### src/rtl/energy_meter_accumulator_assert.svh
// Assertion macros for the energy meter accumulator.
// Used inside modules that have aclk and aresetn in scope.
`ifndef ENERGY_METER_ACCUMULATOR_ASSERT_SVH
`define ENERGY_METER_ACCUMULATOR_ASSERT_SVH

// Same-cycle implication, disabled while in reset.
`define EMACC_ASSERT_SAME(lbl, ante, cons, msg) \
    lbl: assert property (@(posedge aclk) disable iff (!aresetn) (ante) |-> (cons)) \
        else $error(msg);

// Next-cycle implication, disabled while in reset.
`define EMACC_ASSERT_NEXT(lbl, ante, cons, msg) \
    lbl: assert property (@(posedge aclk) disable iff (!aresetn) (ante) |=> (cons)) \
        else $error(msg);

`endif

### src/rtl/emacc_pkg.sv
// Shared types and constants of the energy meter accumulator.
// No dependencies; used by emacc_div and energy_meter_accumulator.
package emacc_pkg;

    localparam int APB_ADDR_W = 3;
    localparam logic REG_LINE_VOLTAGE = 1'b0;
    localparam logic [8:0] LINE_VOLTAGE_RESET = 9'd230;

    // milliamp-milliseconds per watt-hour at one volt
    localparam logic [31:0] WH_DIVISOR = 32'd3600000000;

    localparam logic [6:0] DIV_STEPS_AVG = 7'd16;
    localparam logic [6:0] DIV_STEPS_WH  = 7'd64;
    localparam logic [4:0] MUL_STEPS_AVG  = 5'd16;
    localparam logic [4:0] MUL_STEPS_VOLT = 5'd9;
    localparam logic [4:0] MUL_STEPS_SPAN = 5'd25;

    typedef enum logic [1:0] {
        CMD_SAMPLE = 2'd0,
        CMD_UPDATE = 2'd1,
        CMD_REMOTE = 2'd2,
        CMD_CLEAR  = 2'd3
    } cmd_t;

    typedef enum logic [3:0] {
        ST_IDLE,
        ST_SMUL,
        ST_SCHK,
        ST_SDIV,
        ST_EPREP,
        ST_EMUL1,
        ST_EMUL2,
        ST_EADD,
        ST_EDIV,
        ST_PUSH
    } state_t;

    typedef struct packed {
        logic       start;
        logic [6:0] steps;
    } div_req_t;

    typedef struct packed {
        logic busy;
        logic done;
    } div_rsp_t;

endpackage

### src/rtl/emacc_div.sv
// Bit-serial restoring divider: one quotient bit per cycle.
// Depends on emacc_pkg for the request and response structs.
module emacc_div (
    input  logic                aclk,
    input  logic                aresetn,
    input  emacc_pkg::div_req_t req,
    input  logic [63:0]         dividend,
    input  logic [31:0]         rem_init,
    input  logic [31:0]         divisor,
    output emacc_pkg::div_rsp_t rsp,
    output logic [31:0]         quotient,
    output logic [31:0]         remainder
);

    logic        busy_reg;
    logic        done_reg;
    logic [6:0]  cnt_reg;
    logic [31:0] rem_reg;
    logic [63:0] dvd_reg;
    logic [31:0] quo_reg;
    logic [31:0] dsr_reg;

    logic [32:0] trial;
    logic [32:0] diff;
    logic        fits;

    // remainder stays below the divisor, so the shifted trial fits 33 bits
    always_comb begin
        trial = {rem_reg, dvd_reg[63]};
        diff  = trial - {1'b0, dsr_reg};
        fits  = (trial >= {1'b0, dsr_reg});
    end

    always_ff @(posedge aclk) begin
        if (!aresetn) begin
            busy_reg <= 1'b0;
            done_reg <= 1'b0;
            cnt_reg  <= '0;
        end else begin
            done_reg <= 1'b0;
            if (req.start) begin
                busy_reg <= 1'b1;
                cnt_reg  <= req.steps;
            end else if (busy_reg) begin
                cnt_reg <= cnt_reg - 7'd1;
                if (cnt_reg == 7'd1) begin
                    busy_reg <= 1'b0;
                    done_reg <= 1'b1;
                end
            end
        end
    end

    always_ff @(posedge aclk) begin
        if (req.start) begin
            rem_reg <= rem_init;
            dvd_reg <= dividend;
            quo_reg <= '0;
            dsr_reg <= divisor;
        end else if (busy_reg) begin
            rem_reg <= fits ? diff[31:0] : trial[31:0];
            dvd_reg <= {dvd_reg[62:0], 1'b0};
            quo_reg <= {quo_reg[30:0], fits};
        end
    end

    assign rsp.busy  = busy_reg;
    assign rsp.done  = done_reg;
    assign quotient  = quo_reg;
    assign remainder = rem_reg;

endmodule

### src/rtl/energy_meter_accumulator.sv
// Energy meter accumulator: time-weighted average current and watt-hour counter.
// Depends on emacc_pkg, emacc_div and energy_meter_accumulator_assert.svh.
//
// Usage:
//   Input channel s_*: one transaction carries command, timestamp_ms,
//   current_ma and remote_value. Output channel m_*: one result per input
//   transaction with energy_count, present_ma, average_ma and ready_res.
//   APB port: register 0 (line_voltage, 9 bits) at byte address 0; write it
//   only while the block is idle. pready is tied high.
// Operation:
//   One item is worked at a time. Remote-add and clear pass through the
//   push state to the output register. A sample whose window is open runs
//   a shift-add multiply, a range check and, unless the average saturates,
//   a serial divide. An energy update adds two serial multiplies and a
//   serial divide by 3600000000. The bit-serial multiplier and the shared
//   one-bit-per-cycle divider do this work.
// Reset clears all accumulator state and sets line_voltage to 230. While
// the receiver stalls, the result waits in the output register; the next
// item is still taken and held at its last step until the register frees.
`include "energy_meter_accumulator_assert.svh"

module energy_meter_accumulator (
    input  logic                             aclk,
    input  logic                             aresetn,
    // input channel
    input  logic                             s_valid,
    output logic                             s_ready,
    input  logic [1:0]                       s_command,
    input  logic [31:0]                      s_timestamp_ms,
    input  logic [15:0]                      s_current_ma,
    input  logic [31:0]                      s_remote_value,
    // result channel
    output logic                             m_valid,
    input  logic                             m_ready,
    output logic [31:0]                      m_energy_count,
    output logic [15:0]                      m_present_ma,
    output logic [15:0]                      m_average_ma,
    output logic                             m_ready_res,
    // configuration
    input  logic                             psel,
    input  logic                             penable,
    input  logic                             pwrite,
    input  logic [emacc_pkg::APB_ADDR_W-1:0] paddr,
    input  logic [31:0]                      pwdata,
    output logic [31:0]                      prdata,
    output logic                             pready
);

    emacc_pkg::state_t state_reg;
    emacc_pkg::state_t state_next;
    emacc_pkg::cmd_t   cmd_reg;
    emacc_pkg::cmd_t   s_cmd;

    logic [8:0]  line_voltage_reg;

    logic        started_reg;
    logic [31:0] window_start_reg;
    logic [31:0] last_sample_reg;
    logic [15:0] present_reg;
    logic [15:0] average_reg;
    logic [31:0] remainder_reg;
    logic [31:0] counter_reg;
    logic        loaded_reg;

    logic [57:0] acc_reg;
    logic [24:0] mul_sh_reg;
    logic [15:0] pc_sh_reg;
    logic [31:0] span_a_reg;
    logic [31:0] span_b_reg;
    logic [31:0] total_reg;
    logic [4:0]  cnt_reg;

    logic        m_valid_reg;
    logic [31:0] m_energy_count_reg;
    logic [15:0] m_present_ma_reg;
    logic [15:0] m_average_ma_reg;
    logic        m_ready_res_reg;

    logic        accept;
    logic        is_upd;
    logic        window_hit;
    logic        open_window;
    logic [15:0] smp_cur;
    logic [57:0] acc_next;
    logic        mul_last;
    logic        avg_sat;
    logic        out_free;
    logic [57:0] energy_sum;
    logic        cfg_write;
    logic        div_phase;

    emacc_pkg::div_req_t div_req;
    emacc_pkg::div_rsp_t div_rsp;
    logic [63:0] div_dividend;
    logic [31:0] div_rem_init;
    logic [31:0] div_divisor;
    logic [31:0] div_quotient;
    logic [31:0] div_remainder;

    // ---------------------------------------------------------------- APB
    assign pready    = 1'b1;
    assign cfg_write = psel && penable && pwrite
                       && (paddr[emacc_pkg::APB_ADDR_W-1] == emacc_pkg::REG_LINE_VOLTAGE);

    always_comb begin
        if (paddr[emacc_pkg::APB_ADDR_W-1] == emacc_pkg::REG_LINE_VOLTAGE) begin
            prdata = {23'd0, line_voltage_reg};
        end else begin
            prdata = '0;
        end
    end

    always_ff @(posedge aclk) begin
        if (!aresetn) begin
            line_voltage_reg <= emacc_pkg::LINE_VOLTAGE_RESET;
        end else if (cfg_write) begin
            line_voltage_reg <= pwdata[8:0];
        end
    end

    // ---------------------------------------------------------------- decode
    assign s_ready     = (state_reg == emacc_pkg::ST_IDLE);
    assign accept      = s_valid && s_ready;
    assign s_cmd       = emacc_pkg::cmd_t'(s_command);
    assign is_upd      = (s_cmd == emacc_pkg::CMD_UPDATE);
    assign smp_cur     = is_upd ? present_reg : s_current_ma;
    assign window_hit  = (s_timestamp_ms == window_start_reg);
    assign open_window = started_reg && !window_hit;
    assign out_free    = !m_valid_reg || m_ready;

    // one shift-add step: msb of each multiplier shift register gates its addend
    always_comb begin
        acc_next = {acc_reg[56:0], 1'b0}
                   + (mul_sh_reg[24] ? {26'd0, span_a_reg} : 58'd0)
                   + (pc_sh_reg[15]  ? {26'd0, span_b_reg} : 58'd0);
    end

    assign mul_last   = (cnt_reg == 5'd1);
    // quotient overflows 16 bits when the top of the numerator reaches the divisor
    assign avg_sat    = (acc_reg[48:16] >= {1'b0, total_reg});
    assign energy_sum = acc_reg + {26'd0, remainder_reg};

    // ---------------------------------------------------------------- divider
    always_comb begin
        div_req.start = 1'b0;
        div_req.steps = emacc_pkg::DIV_STEPS_AVG;
        div_dividend  = {acc_reg[15:0], 48'd0};
        div_rem_init  = acc_reg[47:16];
        div_divisor   = total_reg;
        if (state_reg == emacc_pkg::ST_SCHK) begin
            div_req.start = !avg_sat;
        end else if (state_reg == emacc_pkg::ST_EADD) begin
            div_req.start = 1'b1;
            div_req.steps = emacc_pkg::DIV_STEPS_WH;
            div_dividend  = {6'd0, energy_sum};
            div_rem_init  = '0;
            div_divisor   = emacc_pkg::WH_DIVISOR;
        end
    end

    emacc_div u_div (
        .aclk      (aclk),
        .aresetn   (aresetn),
        .req       (div_req),
        .dividend  (div_dividend),
        .rem_init  (div_rem_init),
        .divisor   (div_divisor),
        .rsp       (div_rsp),
        .quotient  (div_quotient),
        .remainder (div_remainder)
    );

    // ---------------------------------------------------------------- FSM
    always_ff @(posedge aclk) begin
        if (!aresetn) begin
            state_reg <= emacc_pkg::ST_IDLE;
        end else begin
            state_reg <= state_next;
        end
    end

    always_comb begin
        state_next = state_reg;
        unique case (state_reg)
            emacc_pkg::ST_IDLE: begin
                if (accept) begin
                    unique case (s_cmd)
                        emacc_pkg::CMD_SAMPLE,
                        emacc_pkg::CMD_UPDATE: begin
                            if (open_window) begin
                                state_next = emacc_pkg::ST_SMUL;
                            end else if (is_upd) begin
                                state_next = emacc_pkg::ST_EPREP;
                            end else begin
                                state_next = emacc_pkg::ST_PUSH;
                            end
                        end
                        emacc_pkg::CMD_REMOTE,
                        emacc_pkg::CMD_CLEAR: begin
                            state_next = emacc_pkg::ST_PUSH;
                        end
                        default: state_next = emacc_pkg::ST_PUSH;
                    endcase
                end
            end
            emacc_pkg::ST_SMUL: begin
                if (mul_last) begin
                    state_next = emacc_pkg::ST_SCHK;
                end
            end
            emacc_pkg::ST_SCHK: begin
                if (!avg_sat) begin
                    state_next = emacc_pkg::ST_SDIV;
                end else if (cmd_reg == emacc_pkg::CMD_UPDATE) begin
                    state_next = emacc_pkg::ST_EPREP;
                end else begin
                    state_next = emacc_pkg::ST_PUSH;
                end
            end
            emacc_pkg::ST_SDIV: begin
                if (div_rsp.done) begin
                    state_next = (cmd_reg == emacc_pkg::CMD_UPDATE) ? emacc_pkg::ST_EPREP
                                                                    : emacc_pkg::ST_PUSH;
                end
            end
            emacc_pkg::ST_EPREP: state_next = emacc_pkg::ST_EMUL1;
            emacc_pkg::ST_EMUL1: begin
                if (mul_last) begin
                    state_next = emacc_pkg::ST_EMUL2;
                end
            end
            emacc_pkg::ST_EMUL2: begin
                if (mul_last) begin
                    state_next = emacc_pkg::ST_EADD;
                end
            end
            emacc_pkg::ST_EADD: state_next = emacc_pkg::ST_EDIV;
            emacc_pkg::ST_EDIV: begin
                if (div_rsp.done) begin
                    state_next = emacc_pkg::ST_PUSH;
                end
            end
            emacc_pkg::ST_PUSH: begin
                if (out_free) begin
                    state_next = emacc_pkg::ST_IDLE;
                end
            end
            default: state_next = emacc_pkg::ST_IDLE;
        endcase
    end

    // ---------------------------------------------------------------- accumulator state
    always_ff @(posedge aclk) begin
        if (!aresetn) begin
            started_reg      <= 1'b0;
            window_start_reg <= '0;
            last_sample_reg  <= '0;
            present_reg      <= '0;
            average_reg      <= '0;
            remainder_reg    <= '0;
            counter_reg      <= '0;
            loaded_reg       <= 1'b0;
        end else begin
            unique case (state_reg)
                emacc_pkg::ST_IDLE: begin
                    if (accept) begin
                        unique case (s_cmd)
                            emacc_pkg::CMD_SAMPLE,
                            emacc_pkg::CMD_UPDATE: begin
                                if (!started_reg) begin
                                    window_start_reg <= s_timestamp_ms;
                                    started_reg      <= 1'b1;
                                end else if (window_hit) begin
                                    average_reg <= '0;
                                end
                                present_reg     <= smp_cur;
                                last_sample_reg <= s_timestamp_ms;
                            end
                            emacc_pkg::CMD_REMOTE: begin
                                counter_reg <= counter_reg + s_remote_value;
                                loaded_reg  <= 1'b1;
                            end
                            emacc_pkg::CMD_CLEAR: begin
                                started_reg      <= 1'b0;
                                window_start_reg <= '0;
                                last_sample_reg  <= '0;
                                present_reg      <= '0;
                                average_reg      <= '0;
                                remainder_reg    <= '0;
                                counter_reg      <= '0;
                                loaded_reg       <= 1'b0;
                            end
                            default: ;
                        endcase
                    end
                end
                emacc_pkg::ST_SCHK: begin
                    if (avg_sat) begin
                        average_reg <= 16'hFFFF;
                    end
                end
                emacc_pkg::ST_SDIV: begin
                    if (div_rsp.done) begin
                        average_reg <= div_quotient[15:0];
                    end
                end
                emacc_pkg::ST_EDIV: begin
                    if (div_rsp.done) begin
                        counter_reg      <= counter_reg + div_quotient;
                        remainder_reg    <= div_remainder;
                        window_start_reg <= last_sample_reg;
                    end
                end
                default: ;
            endcase
        end
    end

    // ---------------------------------------------------------------- serial multiplier
    always_ff @(posedge aclk) begin
        unique case (state_reg)
            emacc_pkg::ST_IDLE: begin
                if (accept) begin
                    cmd_reg <= s_cmd;
                    // spans from the window as it stood before this sample
                    span_a_reg <= last_sample_reg - window_start_reg;
                    span_b_reg <= s_timestamp_ms - last_sample_reg;
                    total_reg  <= s_timestamp_ms - window_start_reg;
                    mul_sh_reg <= {average_reg, 9'd0};
                    pc_sh_reg  <= present_reg;
                    acc_reg    <= '0;
                    cnt_reg    <= emacc_pkg::MUL_STEPS_AVG;
                end
            end
            emacc_pkg::ST_SMUL,
            emacc_pkg::ST_EMUL2: begin
                acc_reg    <= acc_next;
                mul_sh_reg <= {mul_sh_reg[23:0], 1'b0};
                pc_sh_reg  <= {pc_sh_reg[14:0], 1'b0};
                cnt_reg    <= cnt_reg - 5'd1;
            end
            emacc_pkg::ST_EPREP: begin
                span_a_reg <= {16'd0, average_reg};
                span_b_reg <= last_sample_reg - window_start_reg;
                mul_sh_reg <= {line_voltage_reg, 16'd0};
                pc_sh_reg  <= '0;
                acc_reg    <= '0;
                cnt_reg    <= emacc_pkg::MUL_STEPS_VOLT;
            end
            emacc_pkg::ST_EMUL1: begin
                cnt_reg <= cnt_reg - 5'd1;
                if (mul_last) begin
                    // reload: average times voltage becomes the next multiplier
                    mul_sh_reg <= acc_next[24:0];
                    span_a_reg <= span_b_reg;
                    acc_reg    <= '0;
                    cnt_reg    <= emacc_pkg::MUL_STEPS_SPAN;
                end else begin
                    acc_reg    <= acc_next;
                    mul_sh_reg <= {mul_sh_reg[23:0], 1'b0};
                end
            end
            default: ;
        endcase
    end

    // ---------------------------------------------------------------- output register
    always_ff @(posedge aclk) begin
        if (!aresetn) begin
            m_valid_reg <= 1'b0;
        end else if (state_reg == emacc_pkg::ST_PUSH && out_free) begin
            m_valid_reg <= 1'b1;
        end else if (m_ready) begin
            m_valid_reg <= 1'b0;
        end
    end

    always_ff @(posedge aclk) begin
        if (state_reg == emacc_pkg::ST_PUSH && out_free) begin
            m_energy_count_reg <= counter_reg;
            m_present_ma_reg   <= present_reg;
            m_average_ma_reg   <= average_reg;
            m_ready_res_reg    <= loaded_reg;
        end
    end

    assign m_valid        = m_valid_reg;
    assign m_energy_count = m_energy_count_reg;
    assign m_present_ma   = m_present_ma_reg;
    assign m_average_ma   = m_average_ma_reg;
    assign m_ready_res    = m_ready_res_reg;

    // ---------------------------------------------------------------- assertions
    assign div_phase = (state_reg == emacc_pkg::ST_SDIV) || (state_reg == emacc_pkg::ST_EDIV);

    `EMACC_ASSERT_SAME(a_rem_below_wh, 1'b1, remainder_reg < emacc_pkg::WH_DIVISOR, "remainder big")
    `EMACC_ASSERT_SAME(a_idle_avg_zero, !started_reg, average_reg == 16'd0, "average before start")
    `EMACC_ASSERT_NEXT(a_one_at_a_time, s_valid && s_ready, !s_ready, "input taken while busy")
    `EMACC_ASSERT_SAME(a_div_in_div_state, div_rsp.busy, div_phase, "divider runs outside divide")

endmodule

### config.mk
export PLATFORM = sky130hd
export DESIGN_NAME = energy_meter_accumulator
export DESIGN_NICKNAME = d
export VERILOG_FILES = /design/src/rtl/emacc_pkg.sv /design/src/rtl/emacc_div.sv /design/src/rtl/energy_meter_accumulator.sv
export VERILOG_INCLUDE_DIRS = /design/src /design/src/rtl
export SDC_FILE = /design/constraint.sdc
export NUM_CORES = 2
export LEC_CHECK = 0
export BUFFER_PORTS_ARGS = -buffer_cell sky130_fd_sc_hd__buf_2
export CORE_MARGIN = 2
export CORE_UTILIZATION = 25
export CTS_BUF_LIST = sky130_fd_sc_hd__clkbuf_4 sky130_fd_sc_hd__clkbuf_8 sky130_fd_sc_hd__clkbuf_16
export DETAILED_ROUTE_END_ITERATION = 8
export PLACE_DENSITY_LB_ADDON = 0.08
export SETUP_SLACK_MARGIN = 0.3
export SLEW_MARGIN = 5
export SYNTH_ARGS = -nofsm -noshare
export SYNTH_HDL_FRONTEND = slang
export SYNTH_SLANG_ARGS = --single-unit
### constraint.sdc
create_clock -name aclk -period 5.8 [get_ports aclk]
set_input_delay 0.58 -clock aclk [delete_from_list [all_inputs] [get_ports aclk]]
set_output_delay 0.58 -clock aclk [all_outputs]
set_load 0.02 [all_outputs]
== After elaboration in Yosys (flattened, before gate mapping) ==
Index checks and enable logic that the tools add are counted.

* Register bits: 612
* Output and inout bits: 100

* Add/subtract/negate cells: 11
* $lt $le $gt $ge: 2
* Equality and inequality tests: 31
* Multiplexer cells: 79
* Bitwise logic cells: 3
* Reductions and logical operators: 39

{| class="wikitable"
|+ Operator list
! operator !! number
|-
| 32-bit 2-to-1 mux || 20
|-
| 32-bit one-hot mux with 2 select lines || 7
|-
| 64-bit 2-to-1 mux || 4
|-
| 58-bit one-hot mux with 4 select lines || 1
|-
| 58-bit by 32-bit adder with 58-bit output || 3
|-
| 32-bit subtractor || 4
|-
| 58-bit 2-to-1 mux || 2
|-
| 16-bit 2-to-1 mux || 7
|-
| 25-bit one-hot mux with 4 select lines || 1
|-
| 16-bit one-hot mux with 3 select lines || 2
|-
| 32-bit one-hot mux with 3 select lines || 1
|-
| 33-bit by 32-bit greater-or-equal comparator with 1-bit output || 2
|-
| 32-bit adder || 2
|-
| 16-bit one-hot mux with 2 select lines || 2
|-
| 25-bit 2-to-1 mux || 2
|-
| 4-bit 2-to-1 mux || 11
|-
| 4-bit one-hot mux with 10 select lines || 1
|-
| 32-bit == test || 1
|-
| 7-bit 2-to-1 mux || 3
|-
| 5-bit one-hot mux with 4 select lines || 1
|-
| 4-bit by 3-bit == test with 1-bit output (second input constant) || 4
|-
| 7-bit AND reduction || 2
|-
| 2-bit != test (second input constant) || 6
|-
| 4-bit AND reduction || 3
|-
| other kinds (32) || 73
|}

== Depth between registers and ports, before layout ==
* Word-level depth: 7
* Depth in mapped cells: 18
* Gate-level depth less buffers: 15

== Modules after synthesis ==
From an unflattened synthesis, not the netlist that was laid out.

* Cells, all modules: 4,391
* Area total of the unflattened synthesis: 40,978.1 sq um

{| class="wikitable"
|+ By module, submodules not included
! module !! times used !! cells each !! area each (sq um) !! sequential area each (sq um)
|-
| energy_meter_accumulator || 1 || 3,579 || 32,048.2 || 11,541.1
|-
| emacc_div || 1 || 812 || 8,929.8 || 4,664.5
|}

== Worst setup path after synthesis ==
No wires, ideal clock.

* Kind: reg-to-reg
* Start point: register state_reg[0]
* End point: register acc_reg[0], enable pin
* Library setup time: 0.563 ns
* Arrival: 5.507 ns
* Path slack: -0.270 ns
* Cell stages (with the launch flop): 6
* Buffers on the path: 3
* Cells stage by stage: dfxtp_1 > clkbuf_1 > clkbuf_1 > clkbuf_1 > o21bai_1 > a21oi_1

* Longest elaborated chain between the ends: 4
* Elaborated cells on any way between the ends: 10

{| class="wikitable"
|+ RTL lines
! what !! RTL line !! RTL
|-
| from (decl) || energy_meter_accumulator.sv:49 || <nowiki>emacc_pkg::state_t state_reg;</nowiki>
|-
| from (signal assigned) || energy_meter_accumulator.sv:176 || <nowiki>state_reg <= emacc_pkg::ST_IDLE;</nowiki>
|-
| from (signal assigned) || energy_meter_accumulator.sv:178 || <nowiki>state_reg <= state_next;</nowiki>
|-
| 4-bit by 1-bit == test with 1-bit output (tied with other cells) || energy_meter_accumulator.sv:321 || <nowiki>unique case (state_reg)</nowiki>
|-
| 2-bit OR reduction / 1-bit logical AND (equally long branches) || energy_meter_accumulator.sv:321, energy_meter_accumulator.sv:123 ||
|-
| 4-bit nonzero test (no line) / 2-bit by 1-bit != test with 1-bit output (equally long branches) || - ||
|-
| 2-bit AND reduction (no line) * || - ||
|-
| to (signal assigned) || energy_meter_accumulator.sv:337 || <nowiki>acc_reg <= acc_next;</nowiki>
|-
| to (signal assigned) || energy_meter_accumulator.sv:359 || <nowiki>acc_reg <= acc_next;</nowiki>
|-
| to (decl) || energy_meter_accumulator.sv:65 || <nowiki>logic [57:0] acc_reg;</nowiki>
|}

Every way passes the cells marked *; elsewhere a longest branch is shown, timed or not.
A chain may end at the register's enable or synchronous reset.

== Final worst setup path ==
* Start point: register mul_sh_reg[24]
* End point: register acc_reg[45] (data pin)

* Longest elaborated chain between the ends: 5

{| class="wikitable"
|+ RTL lines
! what !! RTL line !! RTL
|-
| from (decl) || energy_meter_accumulator.sv:66 || <nowiki>logic [24:0] mul_sh_reg;</nowiki>
|-
| from (signal assigned) || energy_meter_accumulator.sv:329 || <nowiki>mul_sh_reg <= {average_reg, 9'd0};</nowiki>
|-
| from (signal assigned) || energy_meter_accumulator.sv:338 || <nowiki>mul_sh_reg <= {mul_sh_reg[23:0], 1'b0};</nowiki>
|-
| from (signal assigned) || energy_meter_accumulator.sv:345 || <nowiki>mul_sh_reg <= {line_voltage_reg, 16'd0};</nowiki>
|-
| 32-bit 2-to-1 mux * || energy_meter_accumulator.sv:134 || <nowiki>+ (mul_sh_reg[24] ? {26'd0, span_a_reg} : 58'd0)</nowiki>
|-
| 58-bit by 32-bit adder with 58-bit output * || energy_meter_accumulator.sv:134 ||
|-
| 58-bit by 32-bit adder with 58-bit output * || energy_meter_accumulator.sv:135 || <nowiki>+ (pc_sh_reg[15] ? {26'd0, span_b_reg} : 58'd0);</nowiki>
|-
| 58-bit 2-to-1 mux || energy_meter_accumulator.sv:352 || <nowiki>if (mul_last) begin</nowiki>
|-
| 58-bit one-hot mux with 4 select lines * || energy_meter_accumulator.sv:321 ||
|}

Marks and branches as above.

==> out/metrics.yaml <==
status: "finished, final reports clean"
netlist_instances: 4335
port_buffers: 174
area_delta_synth_final_pct: 15.4
ys_ff_latch: 612
drtAntennaViolNets: 0
ir_drop_uv: 262
fin_worst_hold_slack_ps: 112
die_w_um: 406
synth_area_leaders: "edfxtp_1 29%, dfxtp_1 11%, ha_1 9.1%, a21oi_1 4.3%, nand2_1 3.8%"
final_cells: 6686
largest_reg_flops: 64
io_pins: 224
grt_max_degree: 93
gr-total-overflow: 0
cts-root-buf: "clkbuf_16"
rows: 147
synth_top_family_by_area: "compound AO/OA/AOI/OAI gates"
wl_um: 143000
detailroute.via_count: 32200
netlist_area_um2: 40400
grt_pass1_vias: 31800
cts-buffers-inserted: 83
async_flop_share: 0
cp_data_arrival_time_ps: 5450
final_core_util: 0.291
period_share: 0.849
vias_per_cell: 4.82
yosys.area.top_type: "edfxtp_1"
finalCriticalPeriod_ps: 4930
dr.pass1.iters: 5
gp_congestion: 0.857
synth-compound-area-share: 0.204
worst_pin_slew_ps: 1110
synth-simple-area-share: 0.172
die_h_um: 406
drv_slew: 0
core_region_area_um2: 160000
cts_sinks: 612
setup-violations-final: 0
hpwlAfterDp_um: 108000
yosysUniqueCellTypes: 97
regArea_um2: 16200
dp.cells: 6529
drt_iter0_markers: 1772
antenna_found_initial: 8
cp.required_ps: 6330
drive_above_1_share: 0.103
power.total_uw: 24900
drc: 0
synthFlopType: "edfxtp_1"
crit_path_end_kind: "flop"
leakage_uw: 0.0189
grt_pass1_wl_um: 213000
num-fill-cells: 17100
drv_cap: 0
yosysWarnings: 0
gr-usage-all-layers: 0.172
wl_per_cell_um: 21.4
synth_top_area_share: 0.294
avgSynthCellArea_um2: 9.31
fin_skew_ps: 33.9
nNetsFinal: 4911
insertion_delay_ps: 710
cts_htree_levels: 3
die-area_um2: 165000
hold_buffers: 0
power.density_nw_per_um2: 535
yosys.area_share.xor_xnor: 0.0503
clk_pin_slew_ps: 60
cp-start-kind: "flop"
max_freq_mhz: 203
multiInputGateArea_um2: 22600
min_path_type: "in2reg"
hold_viol: 0
muxShareOfSynthArea: 0.0172
cts_max_path_buffers: 3
tns_ps: 0
worst-setup-path-type: "reg2reg"
rsz0062_at_grt: "false"
synthAdderAreaFrac: 0.110
start_util: 0.252
slew-limit-headroom: 0.247
ctsResizeCount: 0
crit_fanout: 18
yosysSeqAreaShare: 0.401
synth_edf_count: 395
cts_tree: "done"
worst max-delay path: stages (launching register included):
cell	delay, ps
edfxtp_1	640
and2_1	270
fa_1	510
ha_1	190
inv_1	70
fa_1	400
nor2b_1	130
o21a_1	150
o21ai_0	140
a311oi_1	450
o211ai_1	240
a21oi_1	330
o2111ai_1	240
and2_1	250
buf_4	220
or3_1	350
a21oi_1	150
worst paths after layout:
path | startpoint | end | slack [ps] | depth (start not counted)
worst max register to register | mul_sh_reg[24] | acc_reg[45] | 870 | 16
worst max-delay path | mul_sh_reg[24] | acc_reg[45] | 870 | 16
worst min register to register | loaded_reg | m_ready_res | 450 | 0
worst min-delay path | pwdata[5] | line_voltage_reg[5] | 110 | 3
cell usage after synthesis (45+ instances only):
cell type and number:
nand2_1 410, edfxtp_1 395, a21oi_1 348, ha_1 293, nor2_1 265, o21ai_0 253
inv_1 220, dfxtp_1 217, clkbuf_1 166, xnor2_1 153, nand3_1 144, a21o_1 132
and2_1 97, nor2b_1 93, xor2_1 79, nor3_1 72, and3_1 70, mux2i_1 66
o211a_1 58, nor3b_1 53, o21a_1 48, a21boi_0 47, nand2b_1 45
power breakdown:
part | leakage, uW | switching (uW) | internal, uW
sequential | 0.00553 | 1420 | 6380
clock | 0.00141 | 2180 | 3160
combinational | 0.0120 | 7380 | 4400
total | 0.0189 | 11000 | 13900
what timing repair did:
item	CTS	global route
setup buffers	0	1
endpoints found under the hold margin	0	0
endpoints found under the setup margin	0	1
per-stage QoR:
stage	area, um2	setup WS (ps)
floorplan	40500	694
detailed placement	43800	750
CTS	46600	745
finish	46600	874
global route	46600	332
global placement	43800	776
cell type report:
cell class | count | area share
inverter | 221 | 0.0178
antenna | 1 | 0.0000537
timing repair buffer | 240 | 0.0306
tap | 2160 | 0.0580
multi-input combinational | 3297 | 0.485
sequential | 612 | 0.348
clock inverter | 40 | 0.00886
clock buffer | 115 | 0.0518
metal layers:
layer	track usage	wire, um	up-vias
li1	-	-	16000
met3	0.0222	5090	146
met4	0.0515	3720	0
met1	0.244	70300	15500
met2	0.271	64200	542
met5	0	0	-
cell usage in the layout (no fill, tap or decap), types with 28 or more instances in the layout:
master	instances
a211oi_1	28
a21boi_0	47
a21o_1	132
a21oi_1	343
a31oi_1	35
and2_1	96
and3_1	69
buf_2	173
buf_4	61
clkbuf_16	84
dfxtp_1	215
edfxtp_1	395
fa_1	39
ha_1	292
inv_1	219
mux2i_1	66
nand2_1	408
nand2b_1	44
nand3_1	142
nand4_1	43
nor2_1	262
nor2b_1	92
nor3_1	71
nor3b_1	53
o211a_1	58
o21a_1	48
o21ai_0	253
o21bai_1	40
or3_1	35
xnor2_1	153
xor2_1	79
logic make-up after synthesis:
logic type	Yosys count
simple gates	1397
xor+xnor	232
buf+inv	448
other cells	2
fa+ha+maj	332
mux	69
flops	612
compound gates	1243
Power figures use the tool's default switching activity.
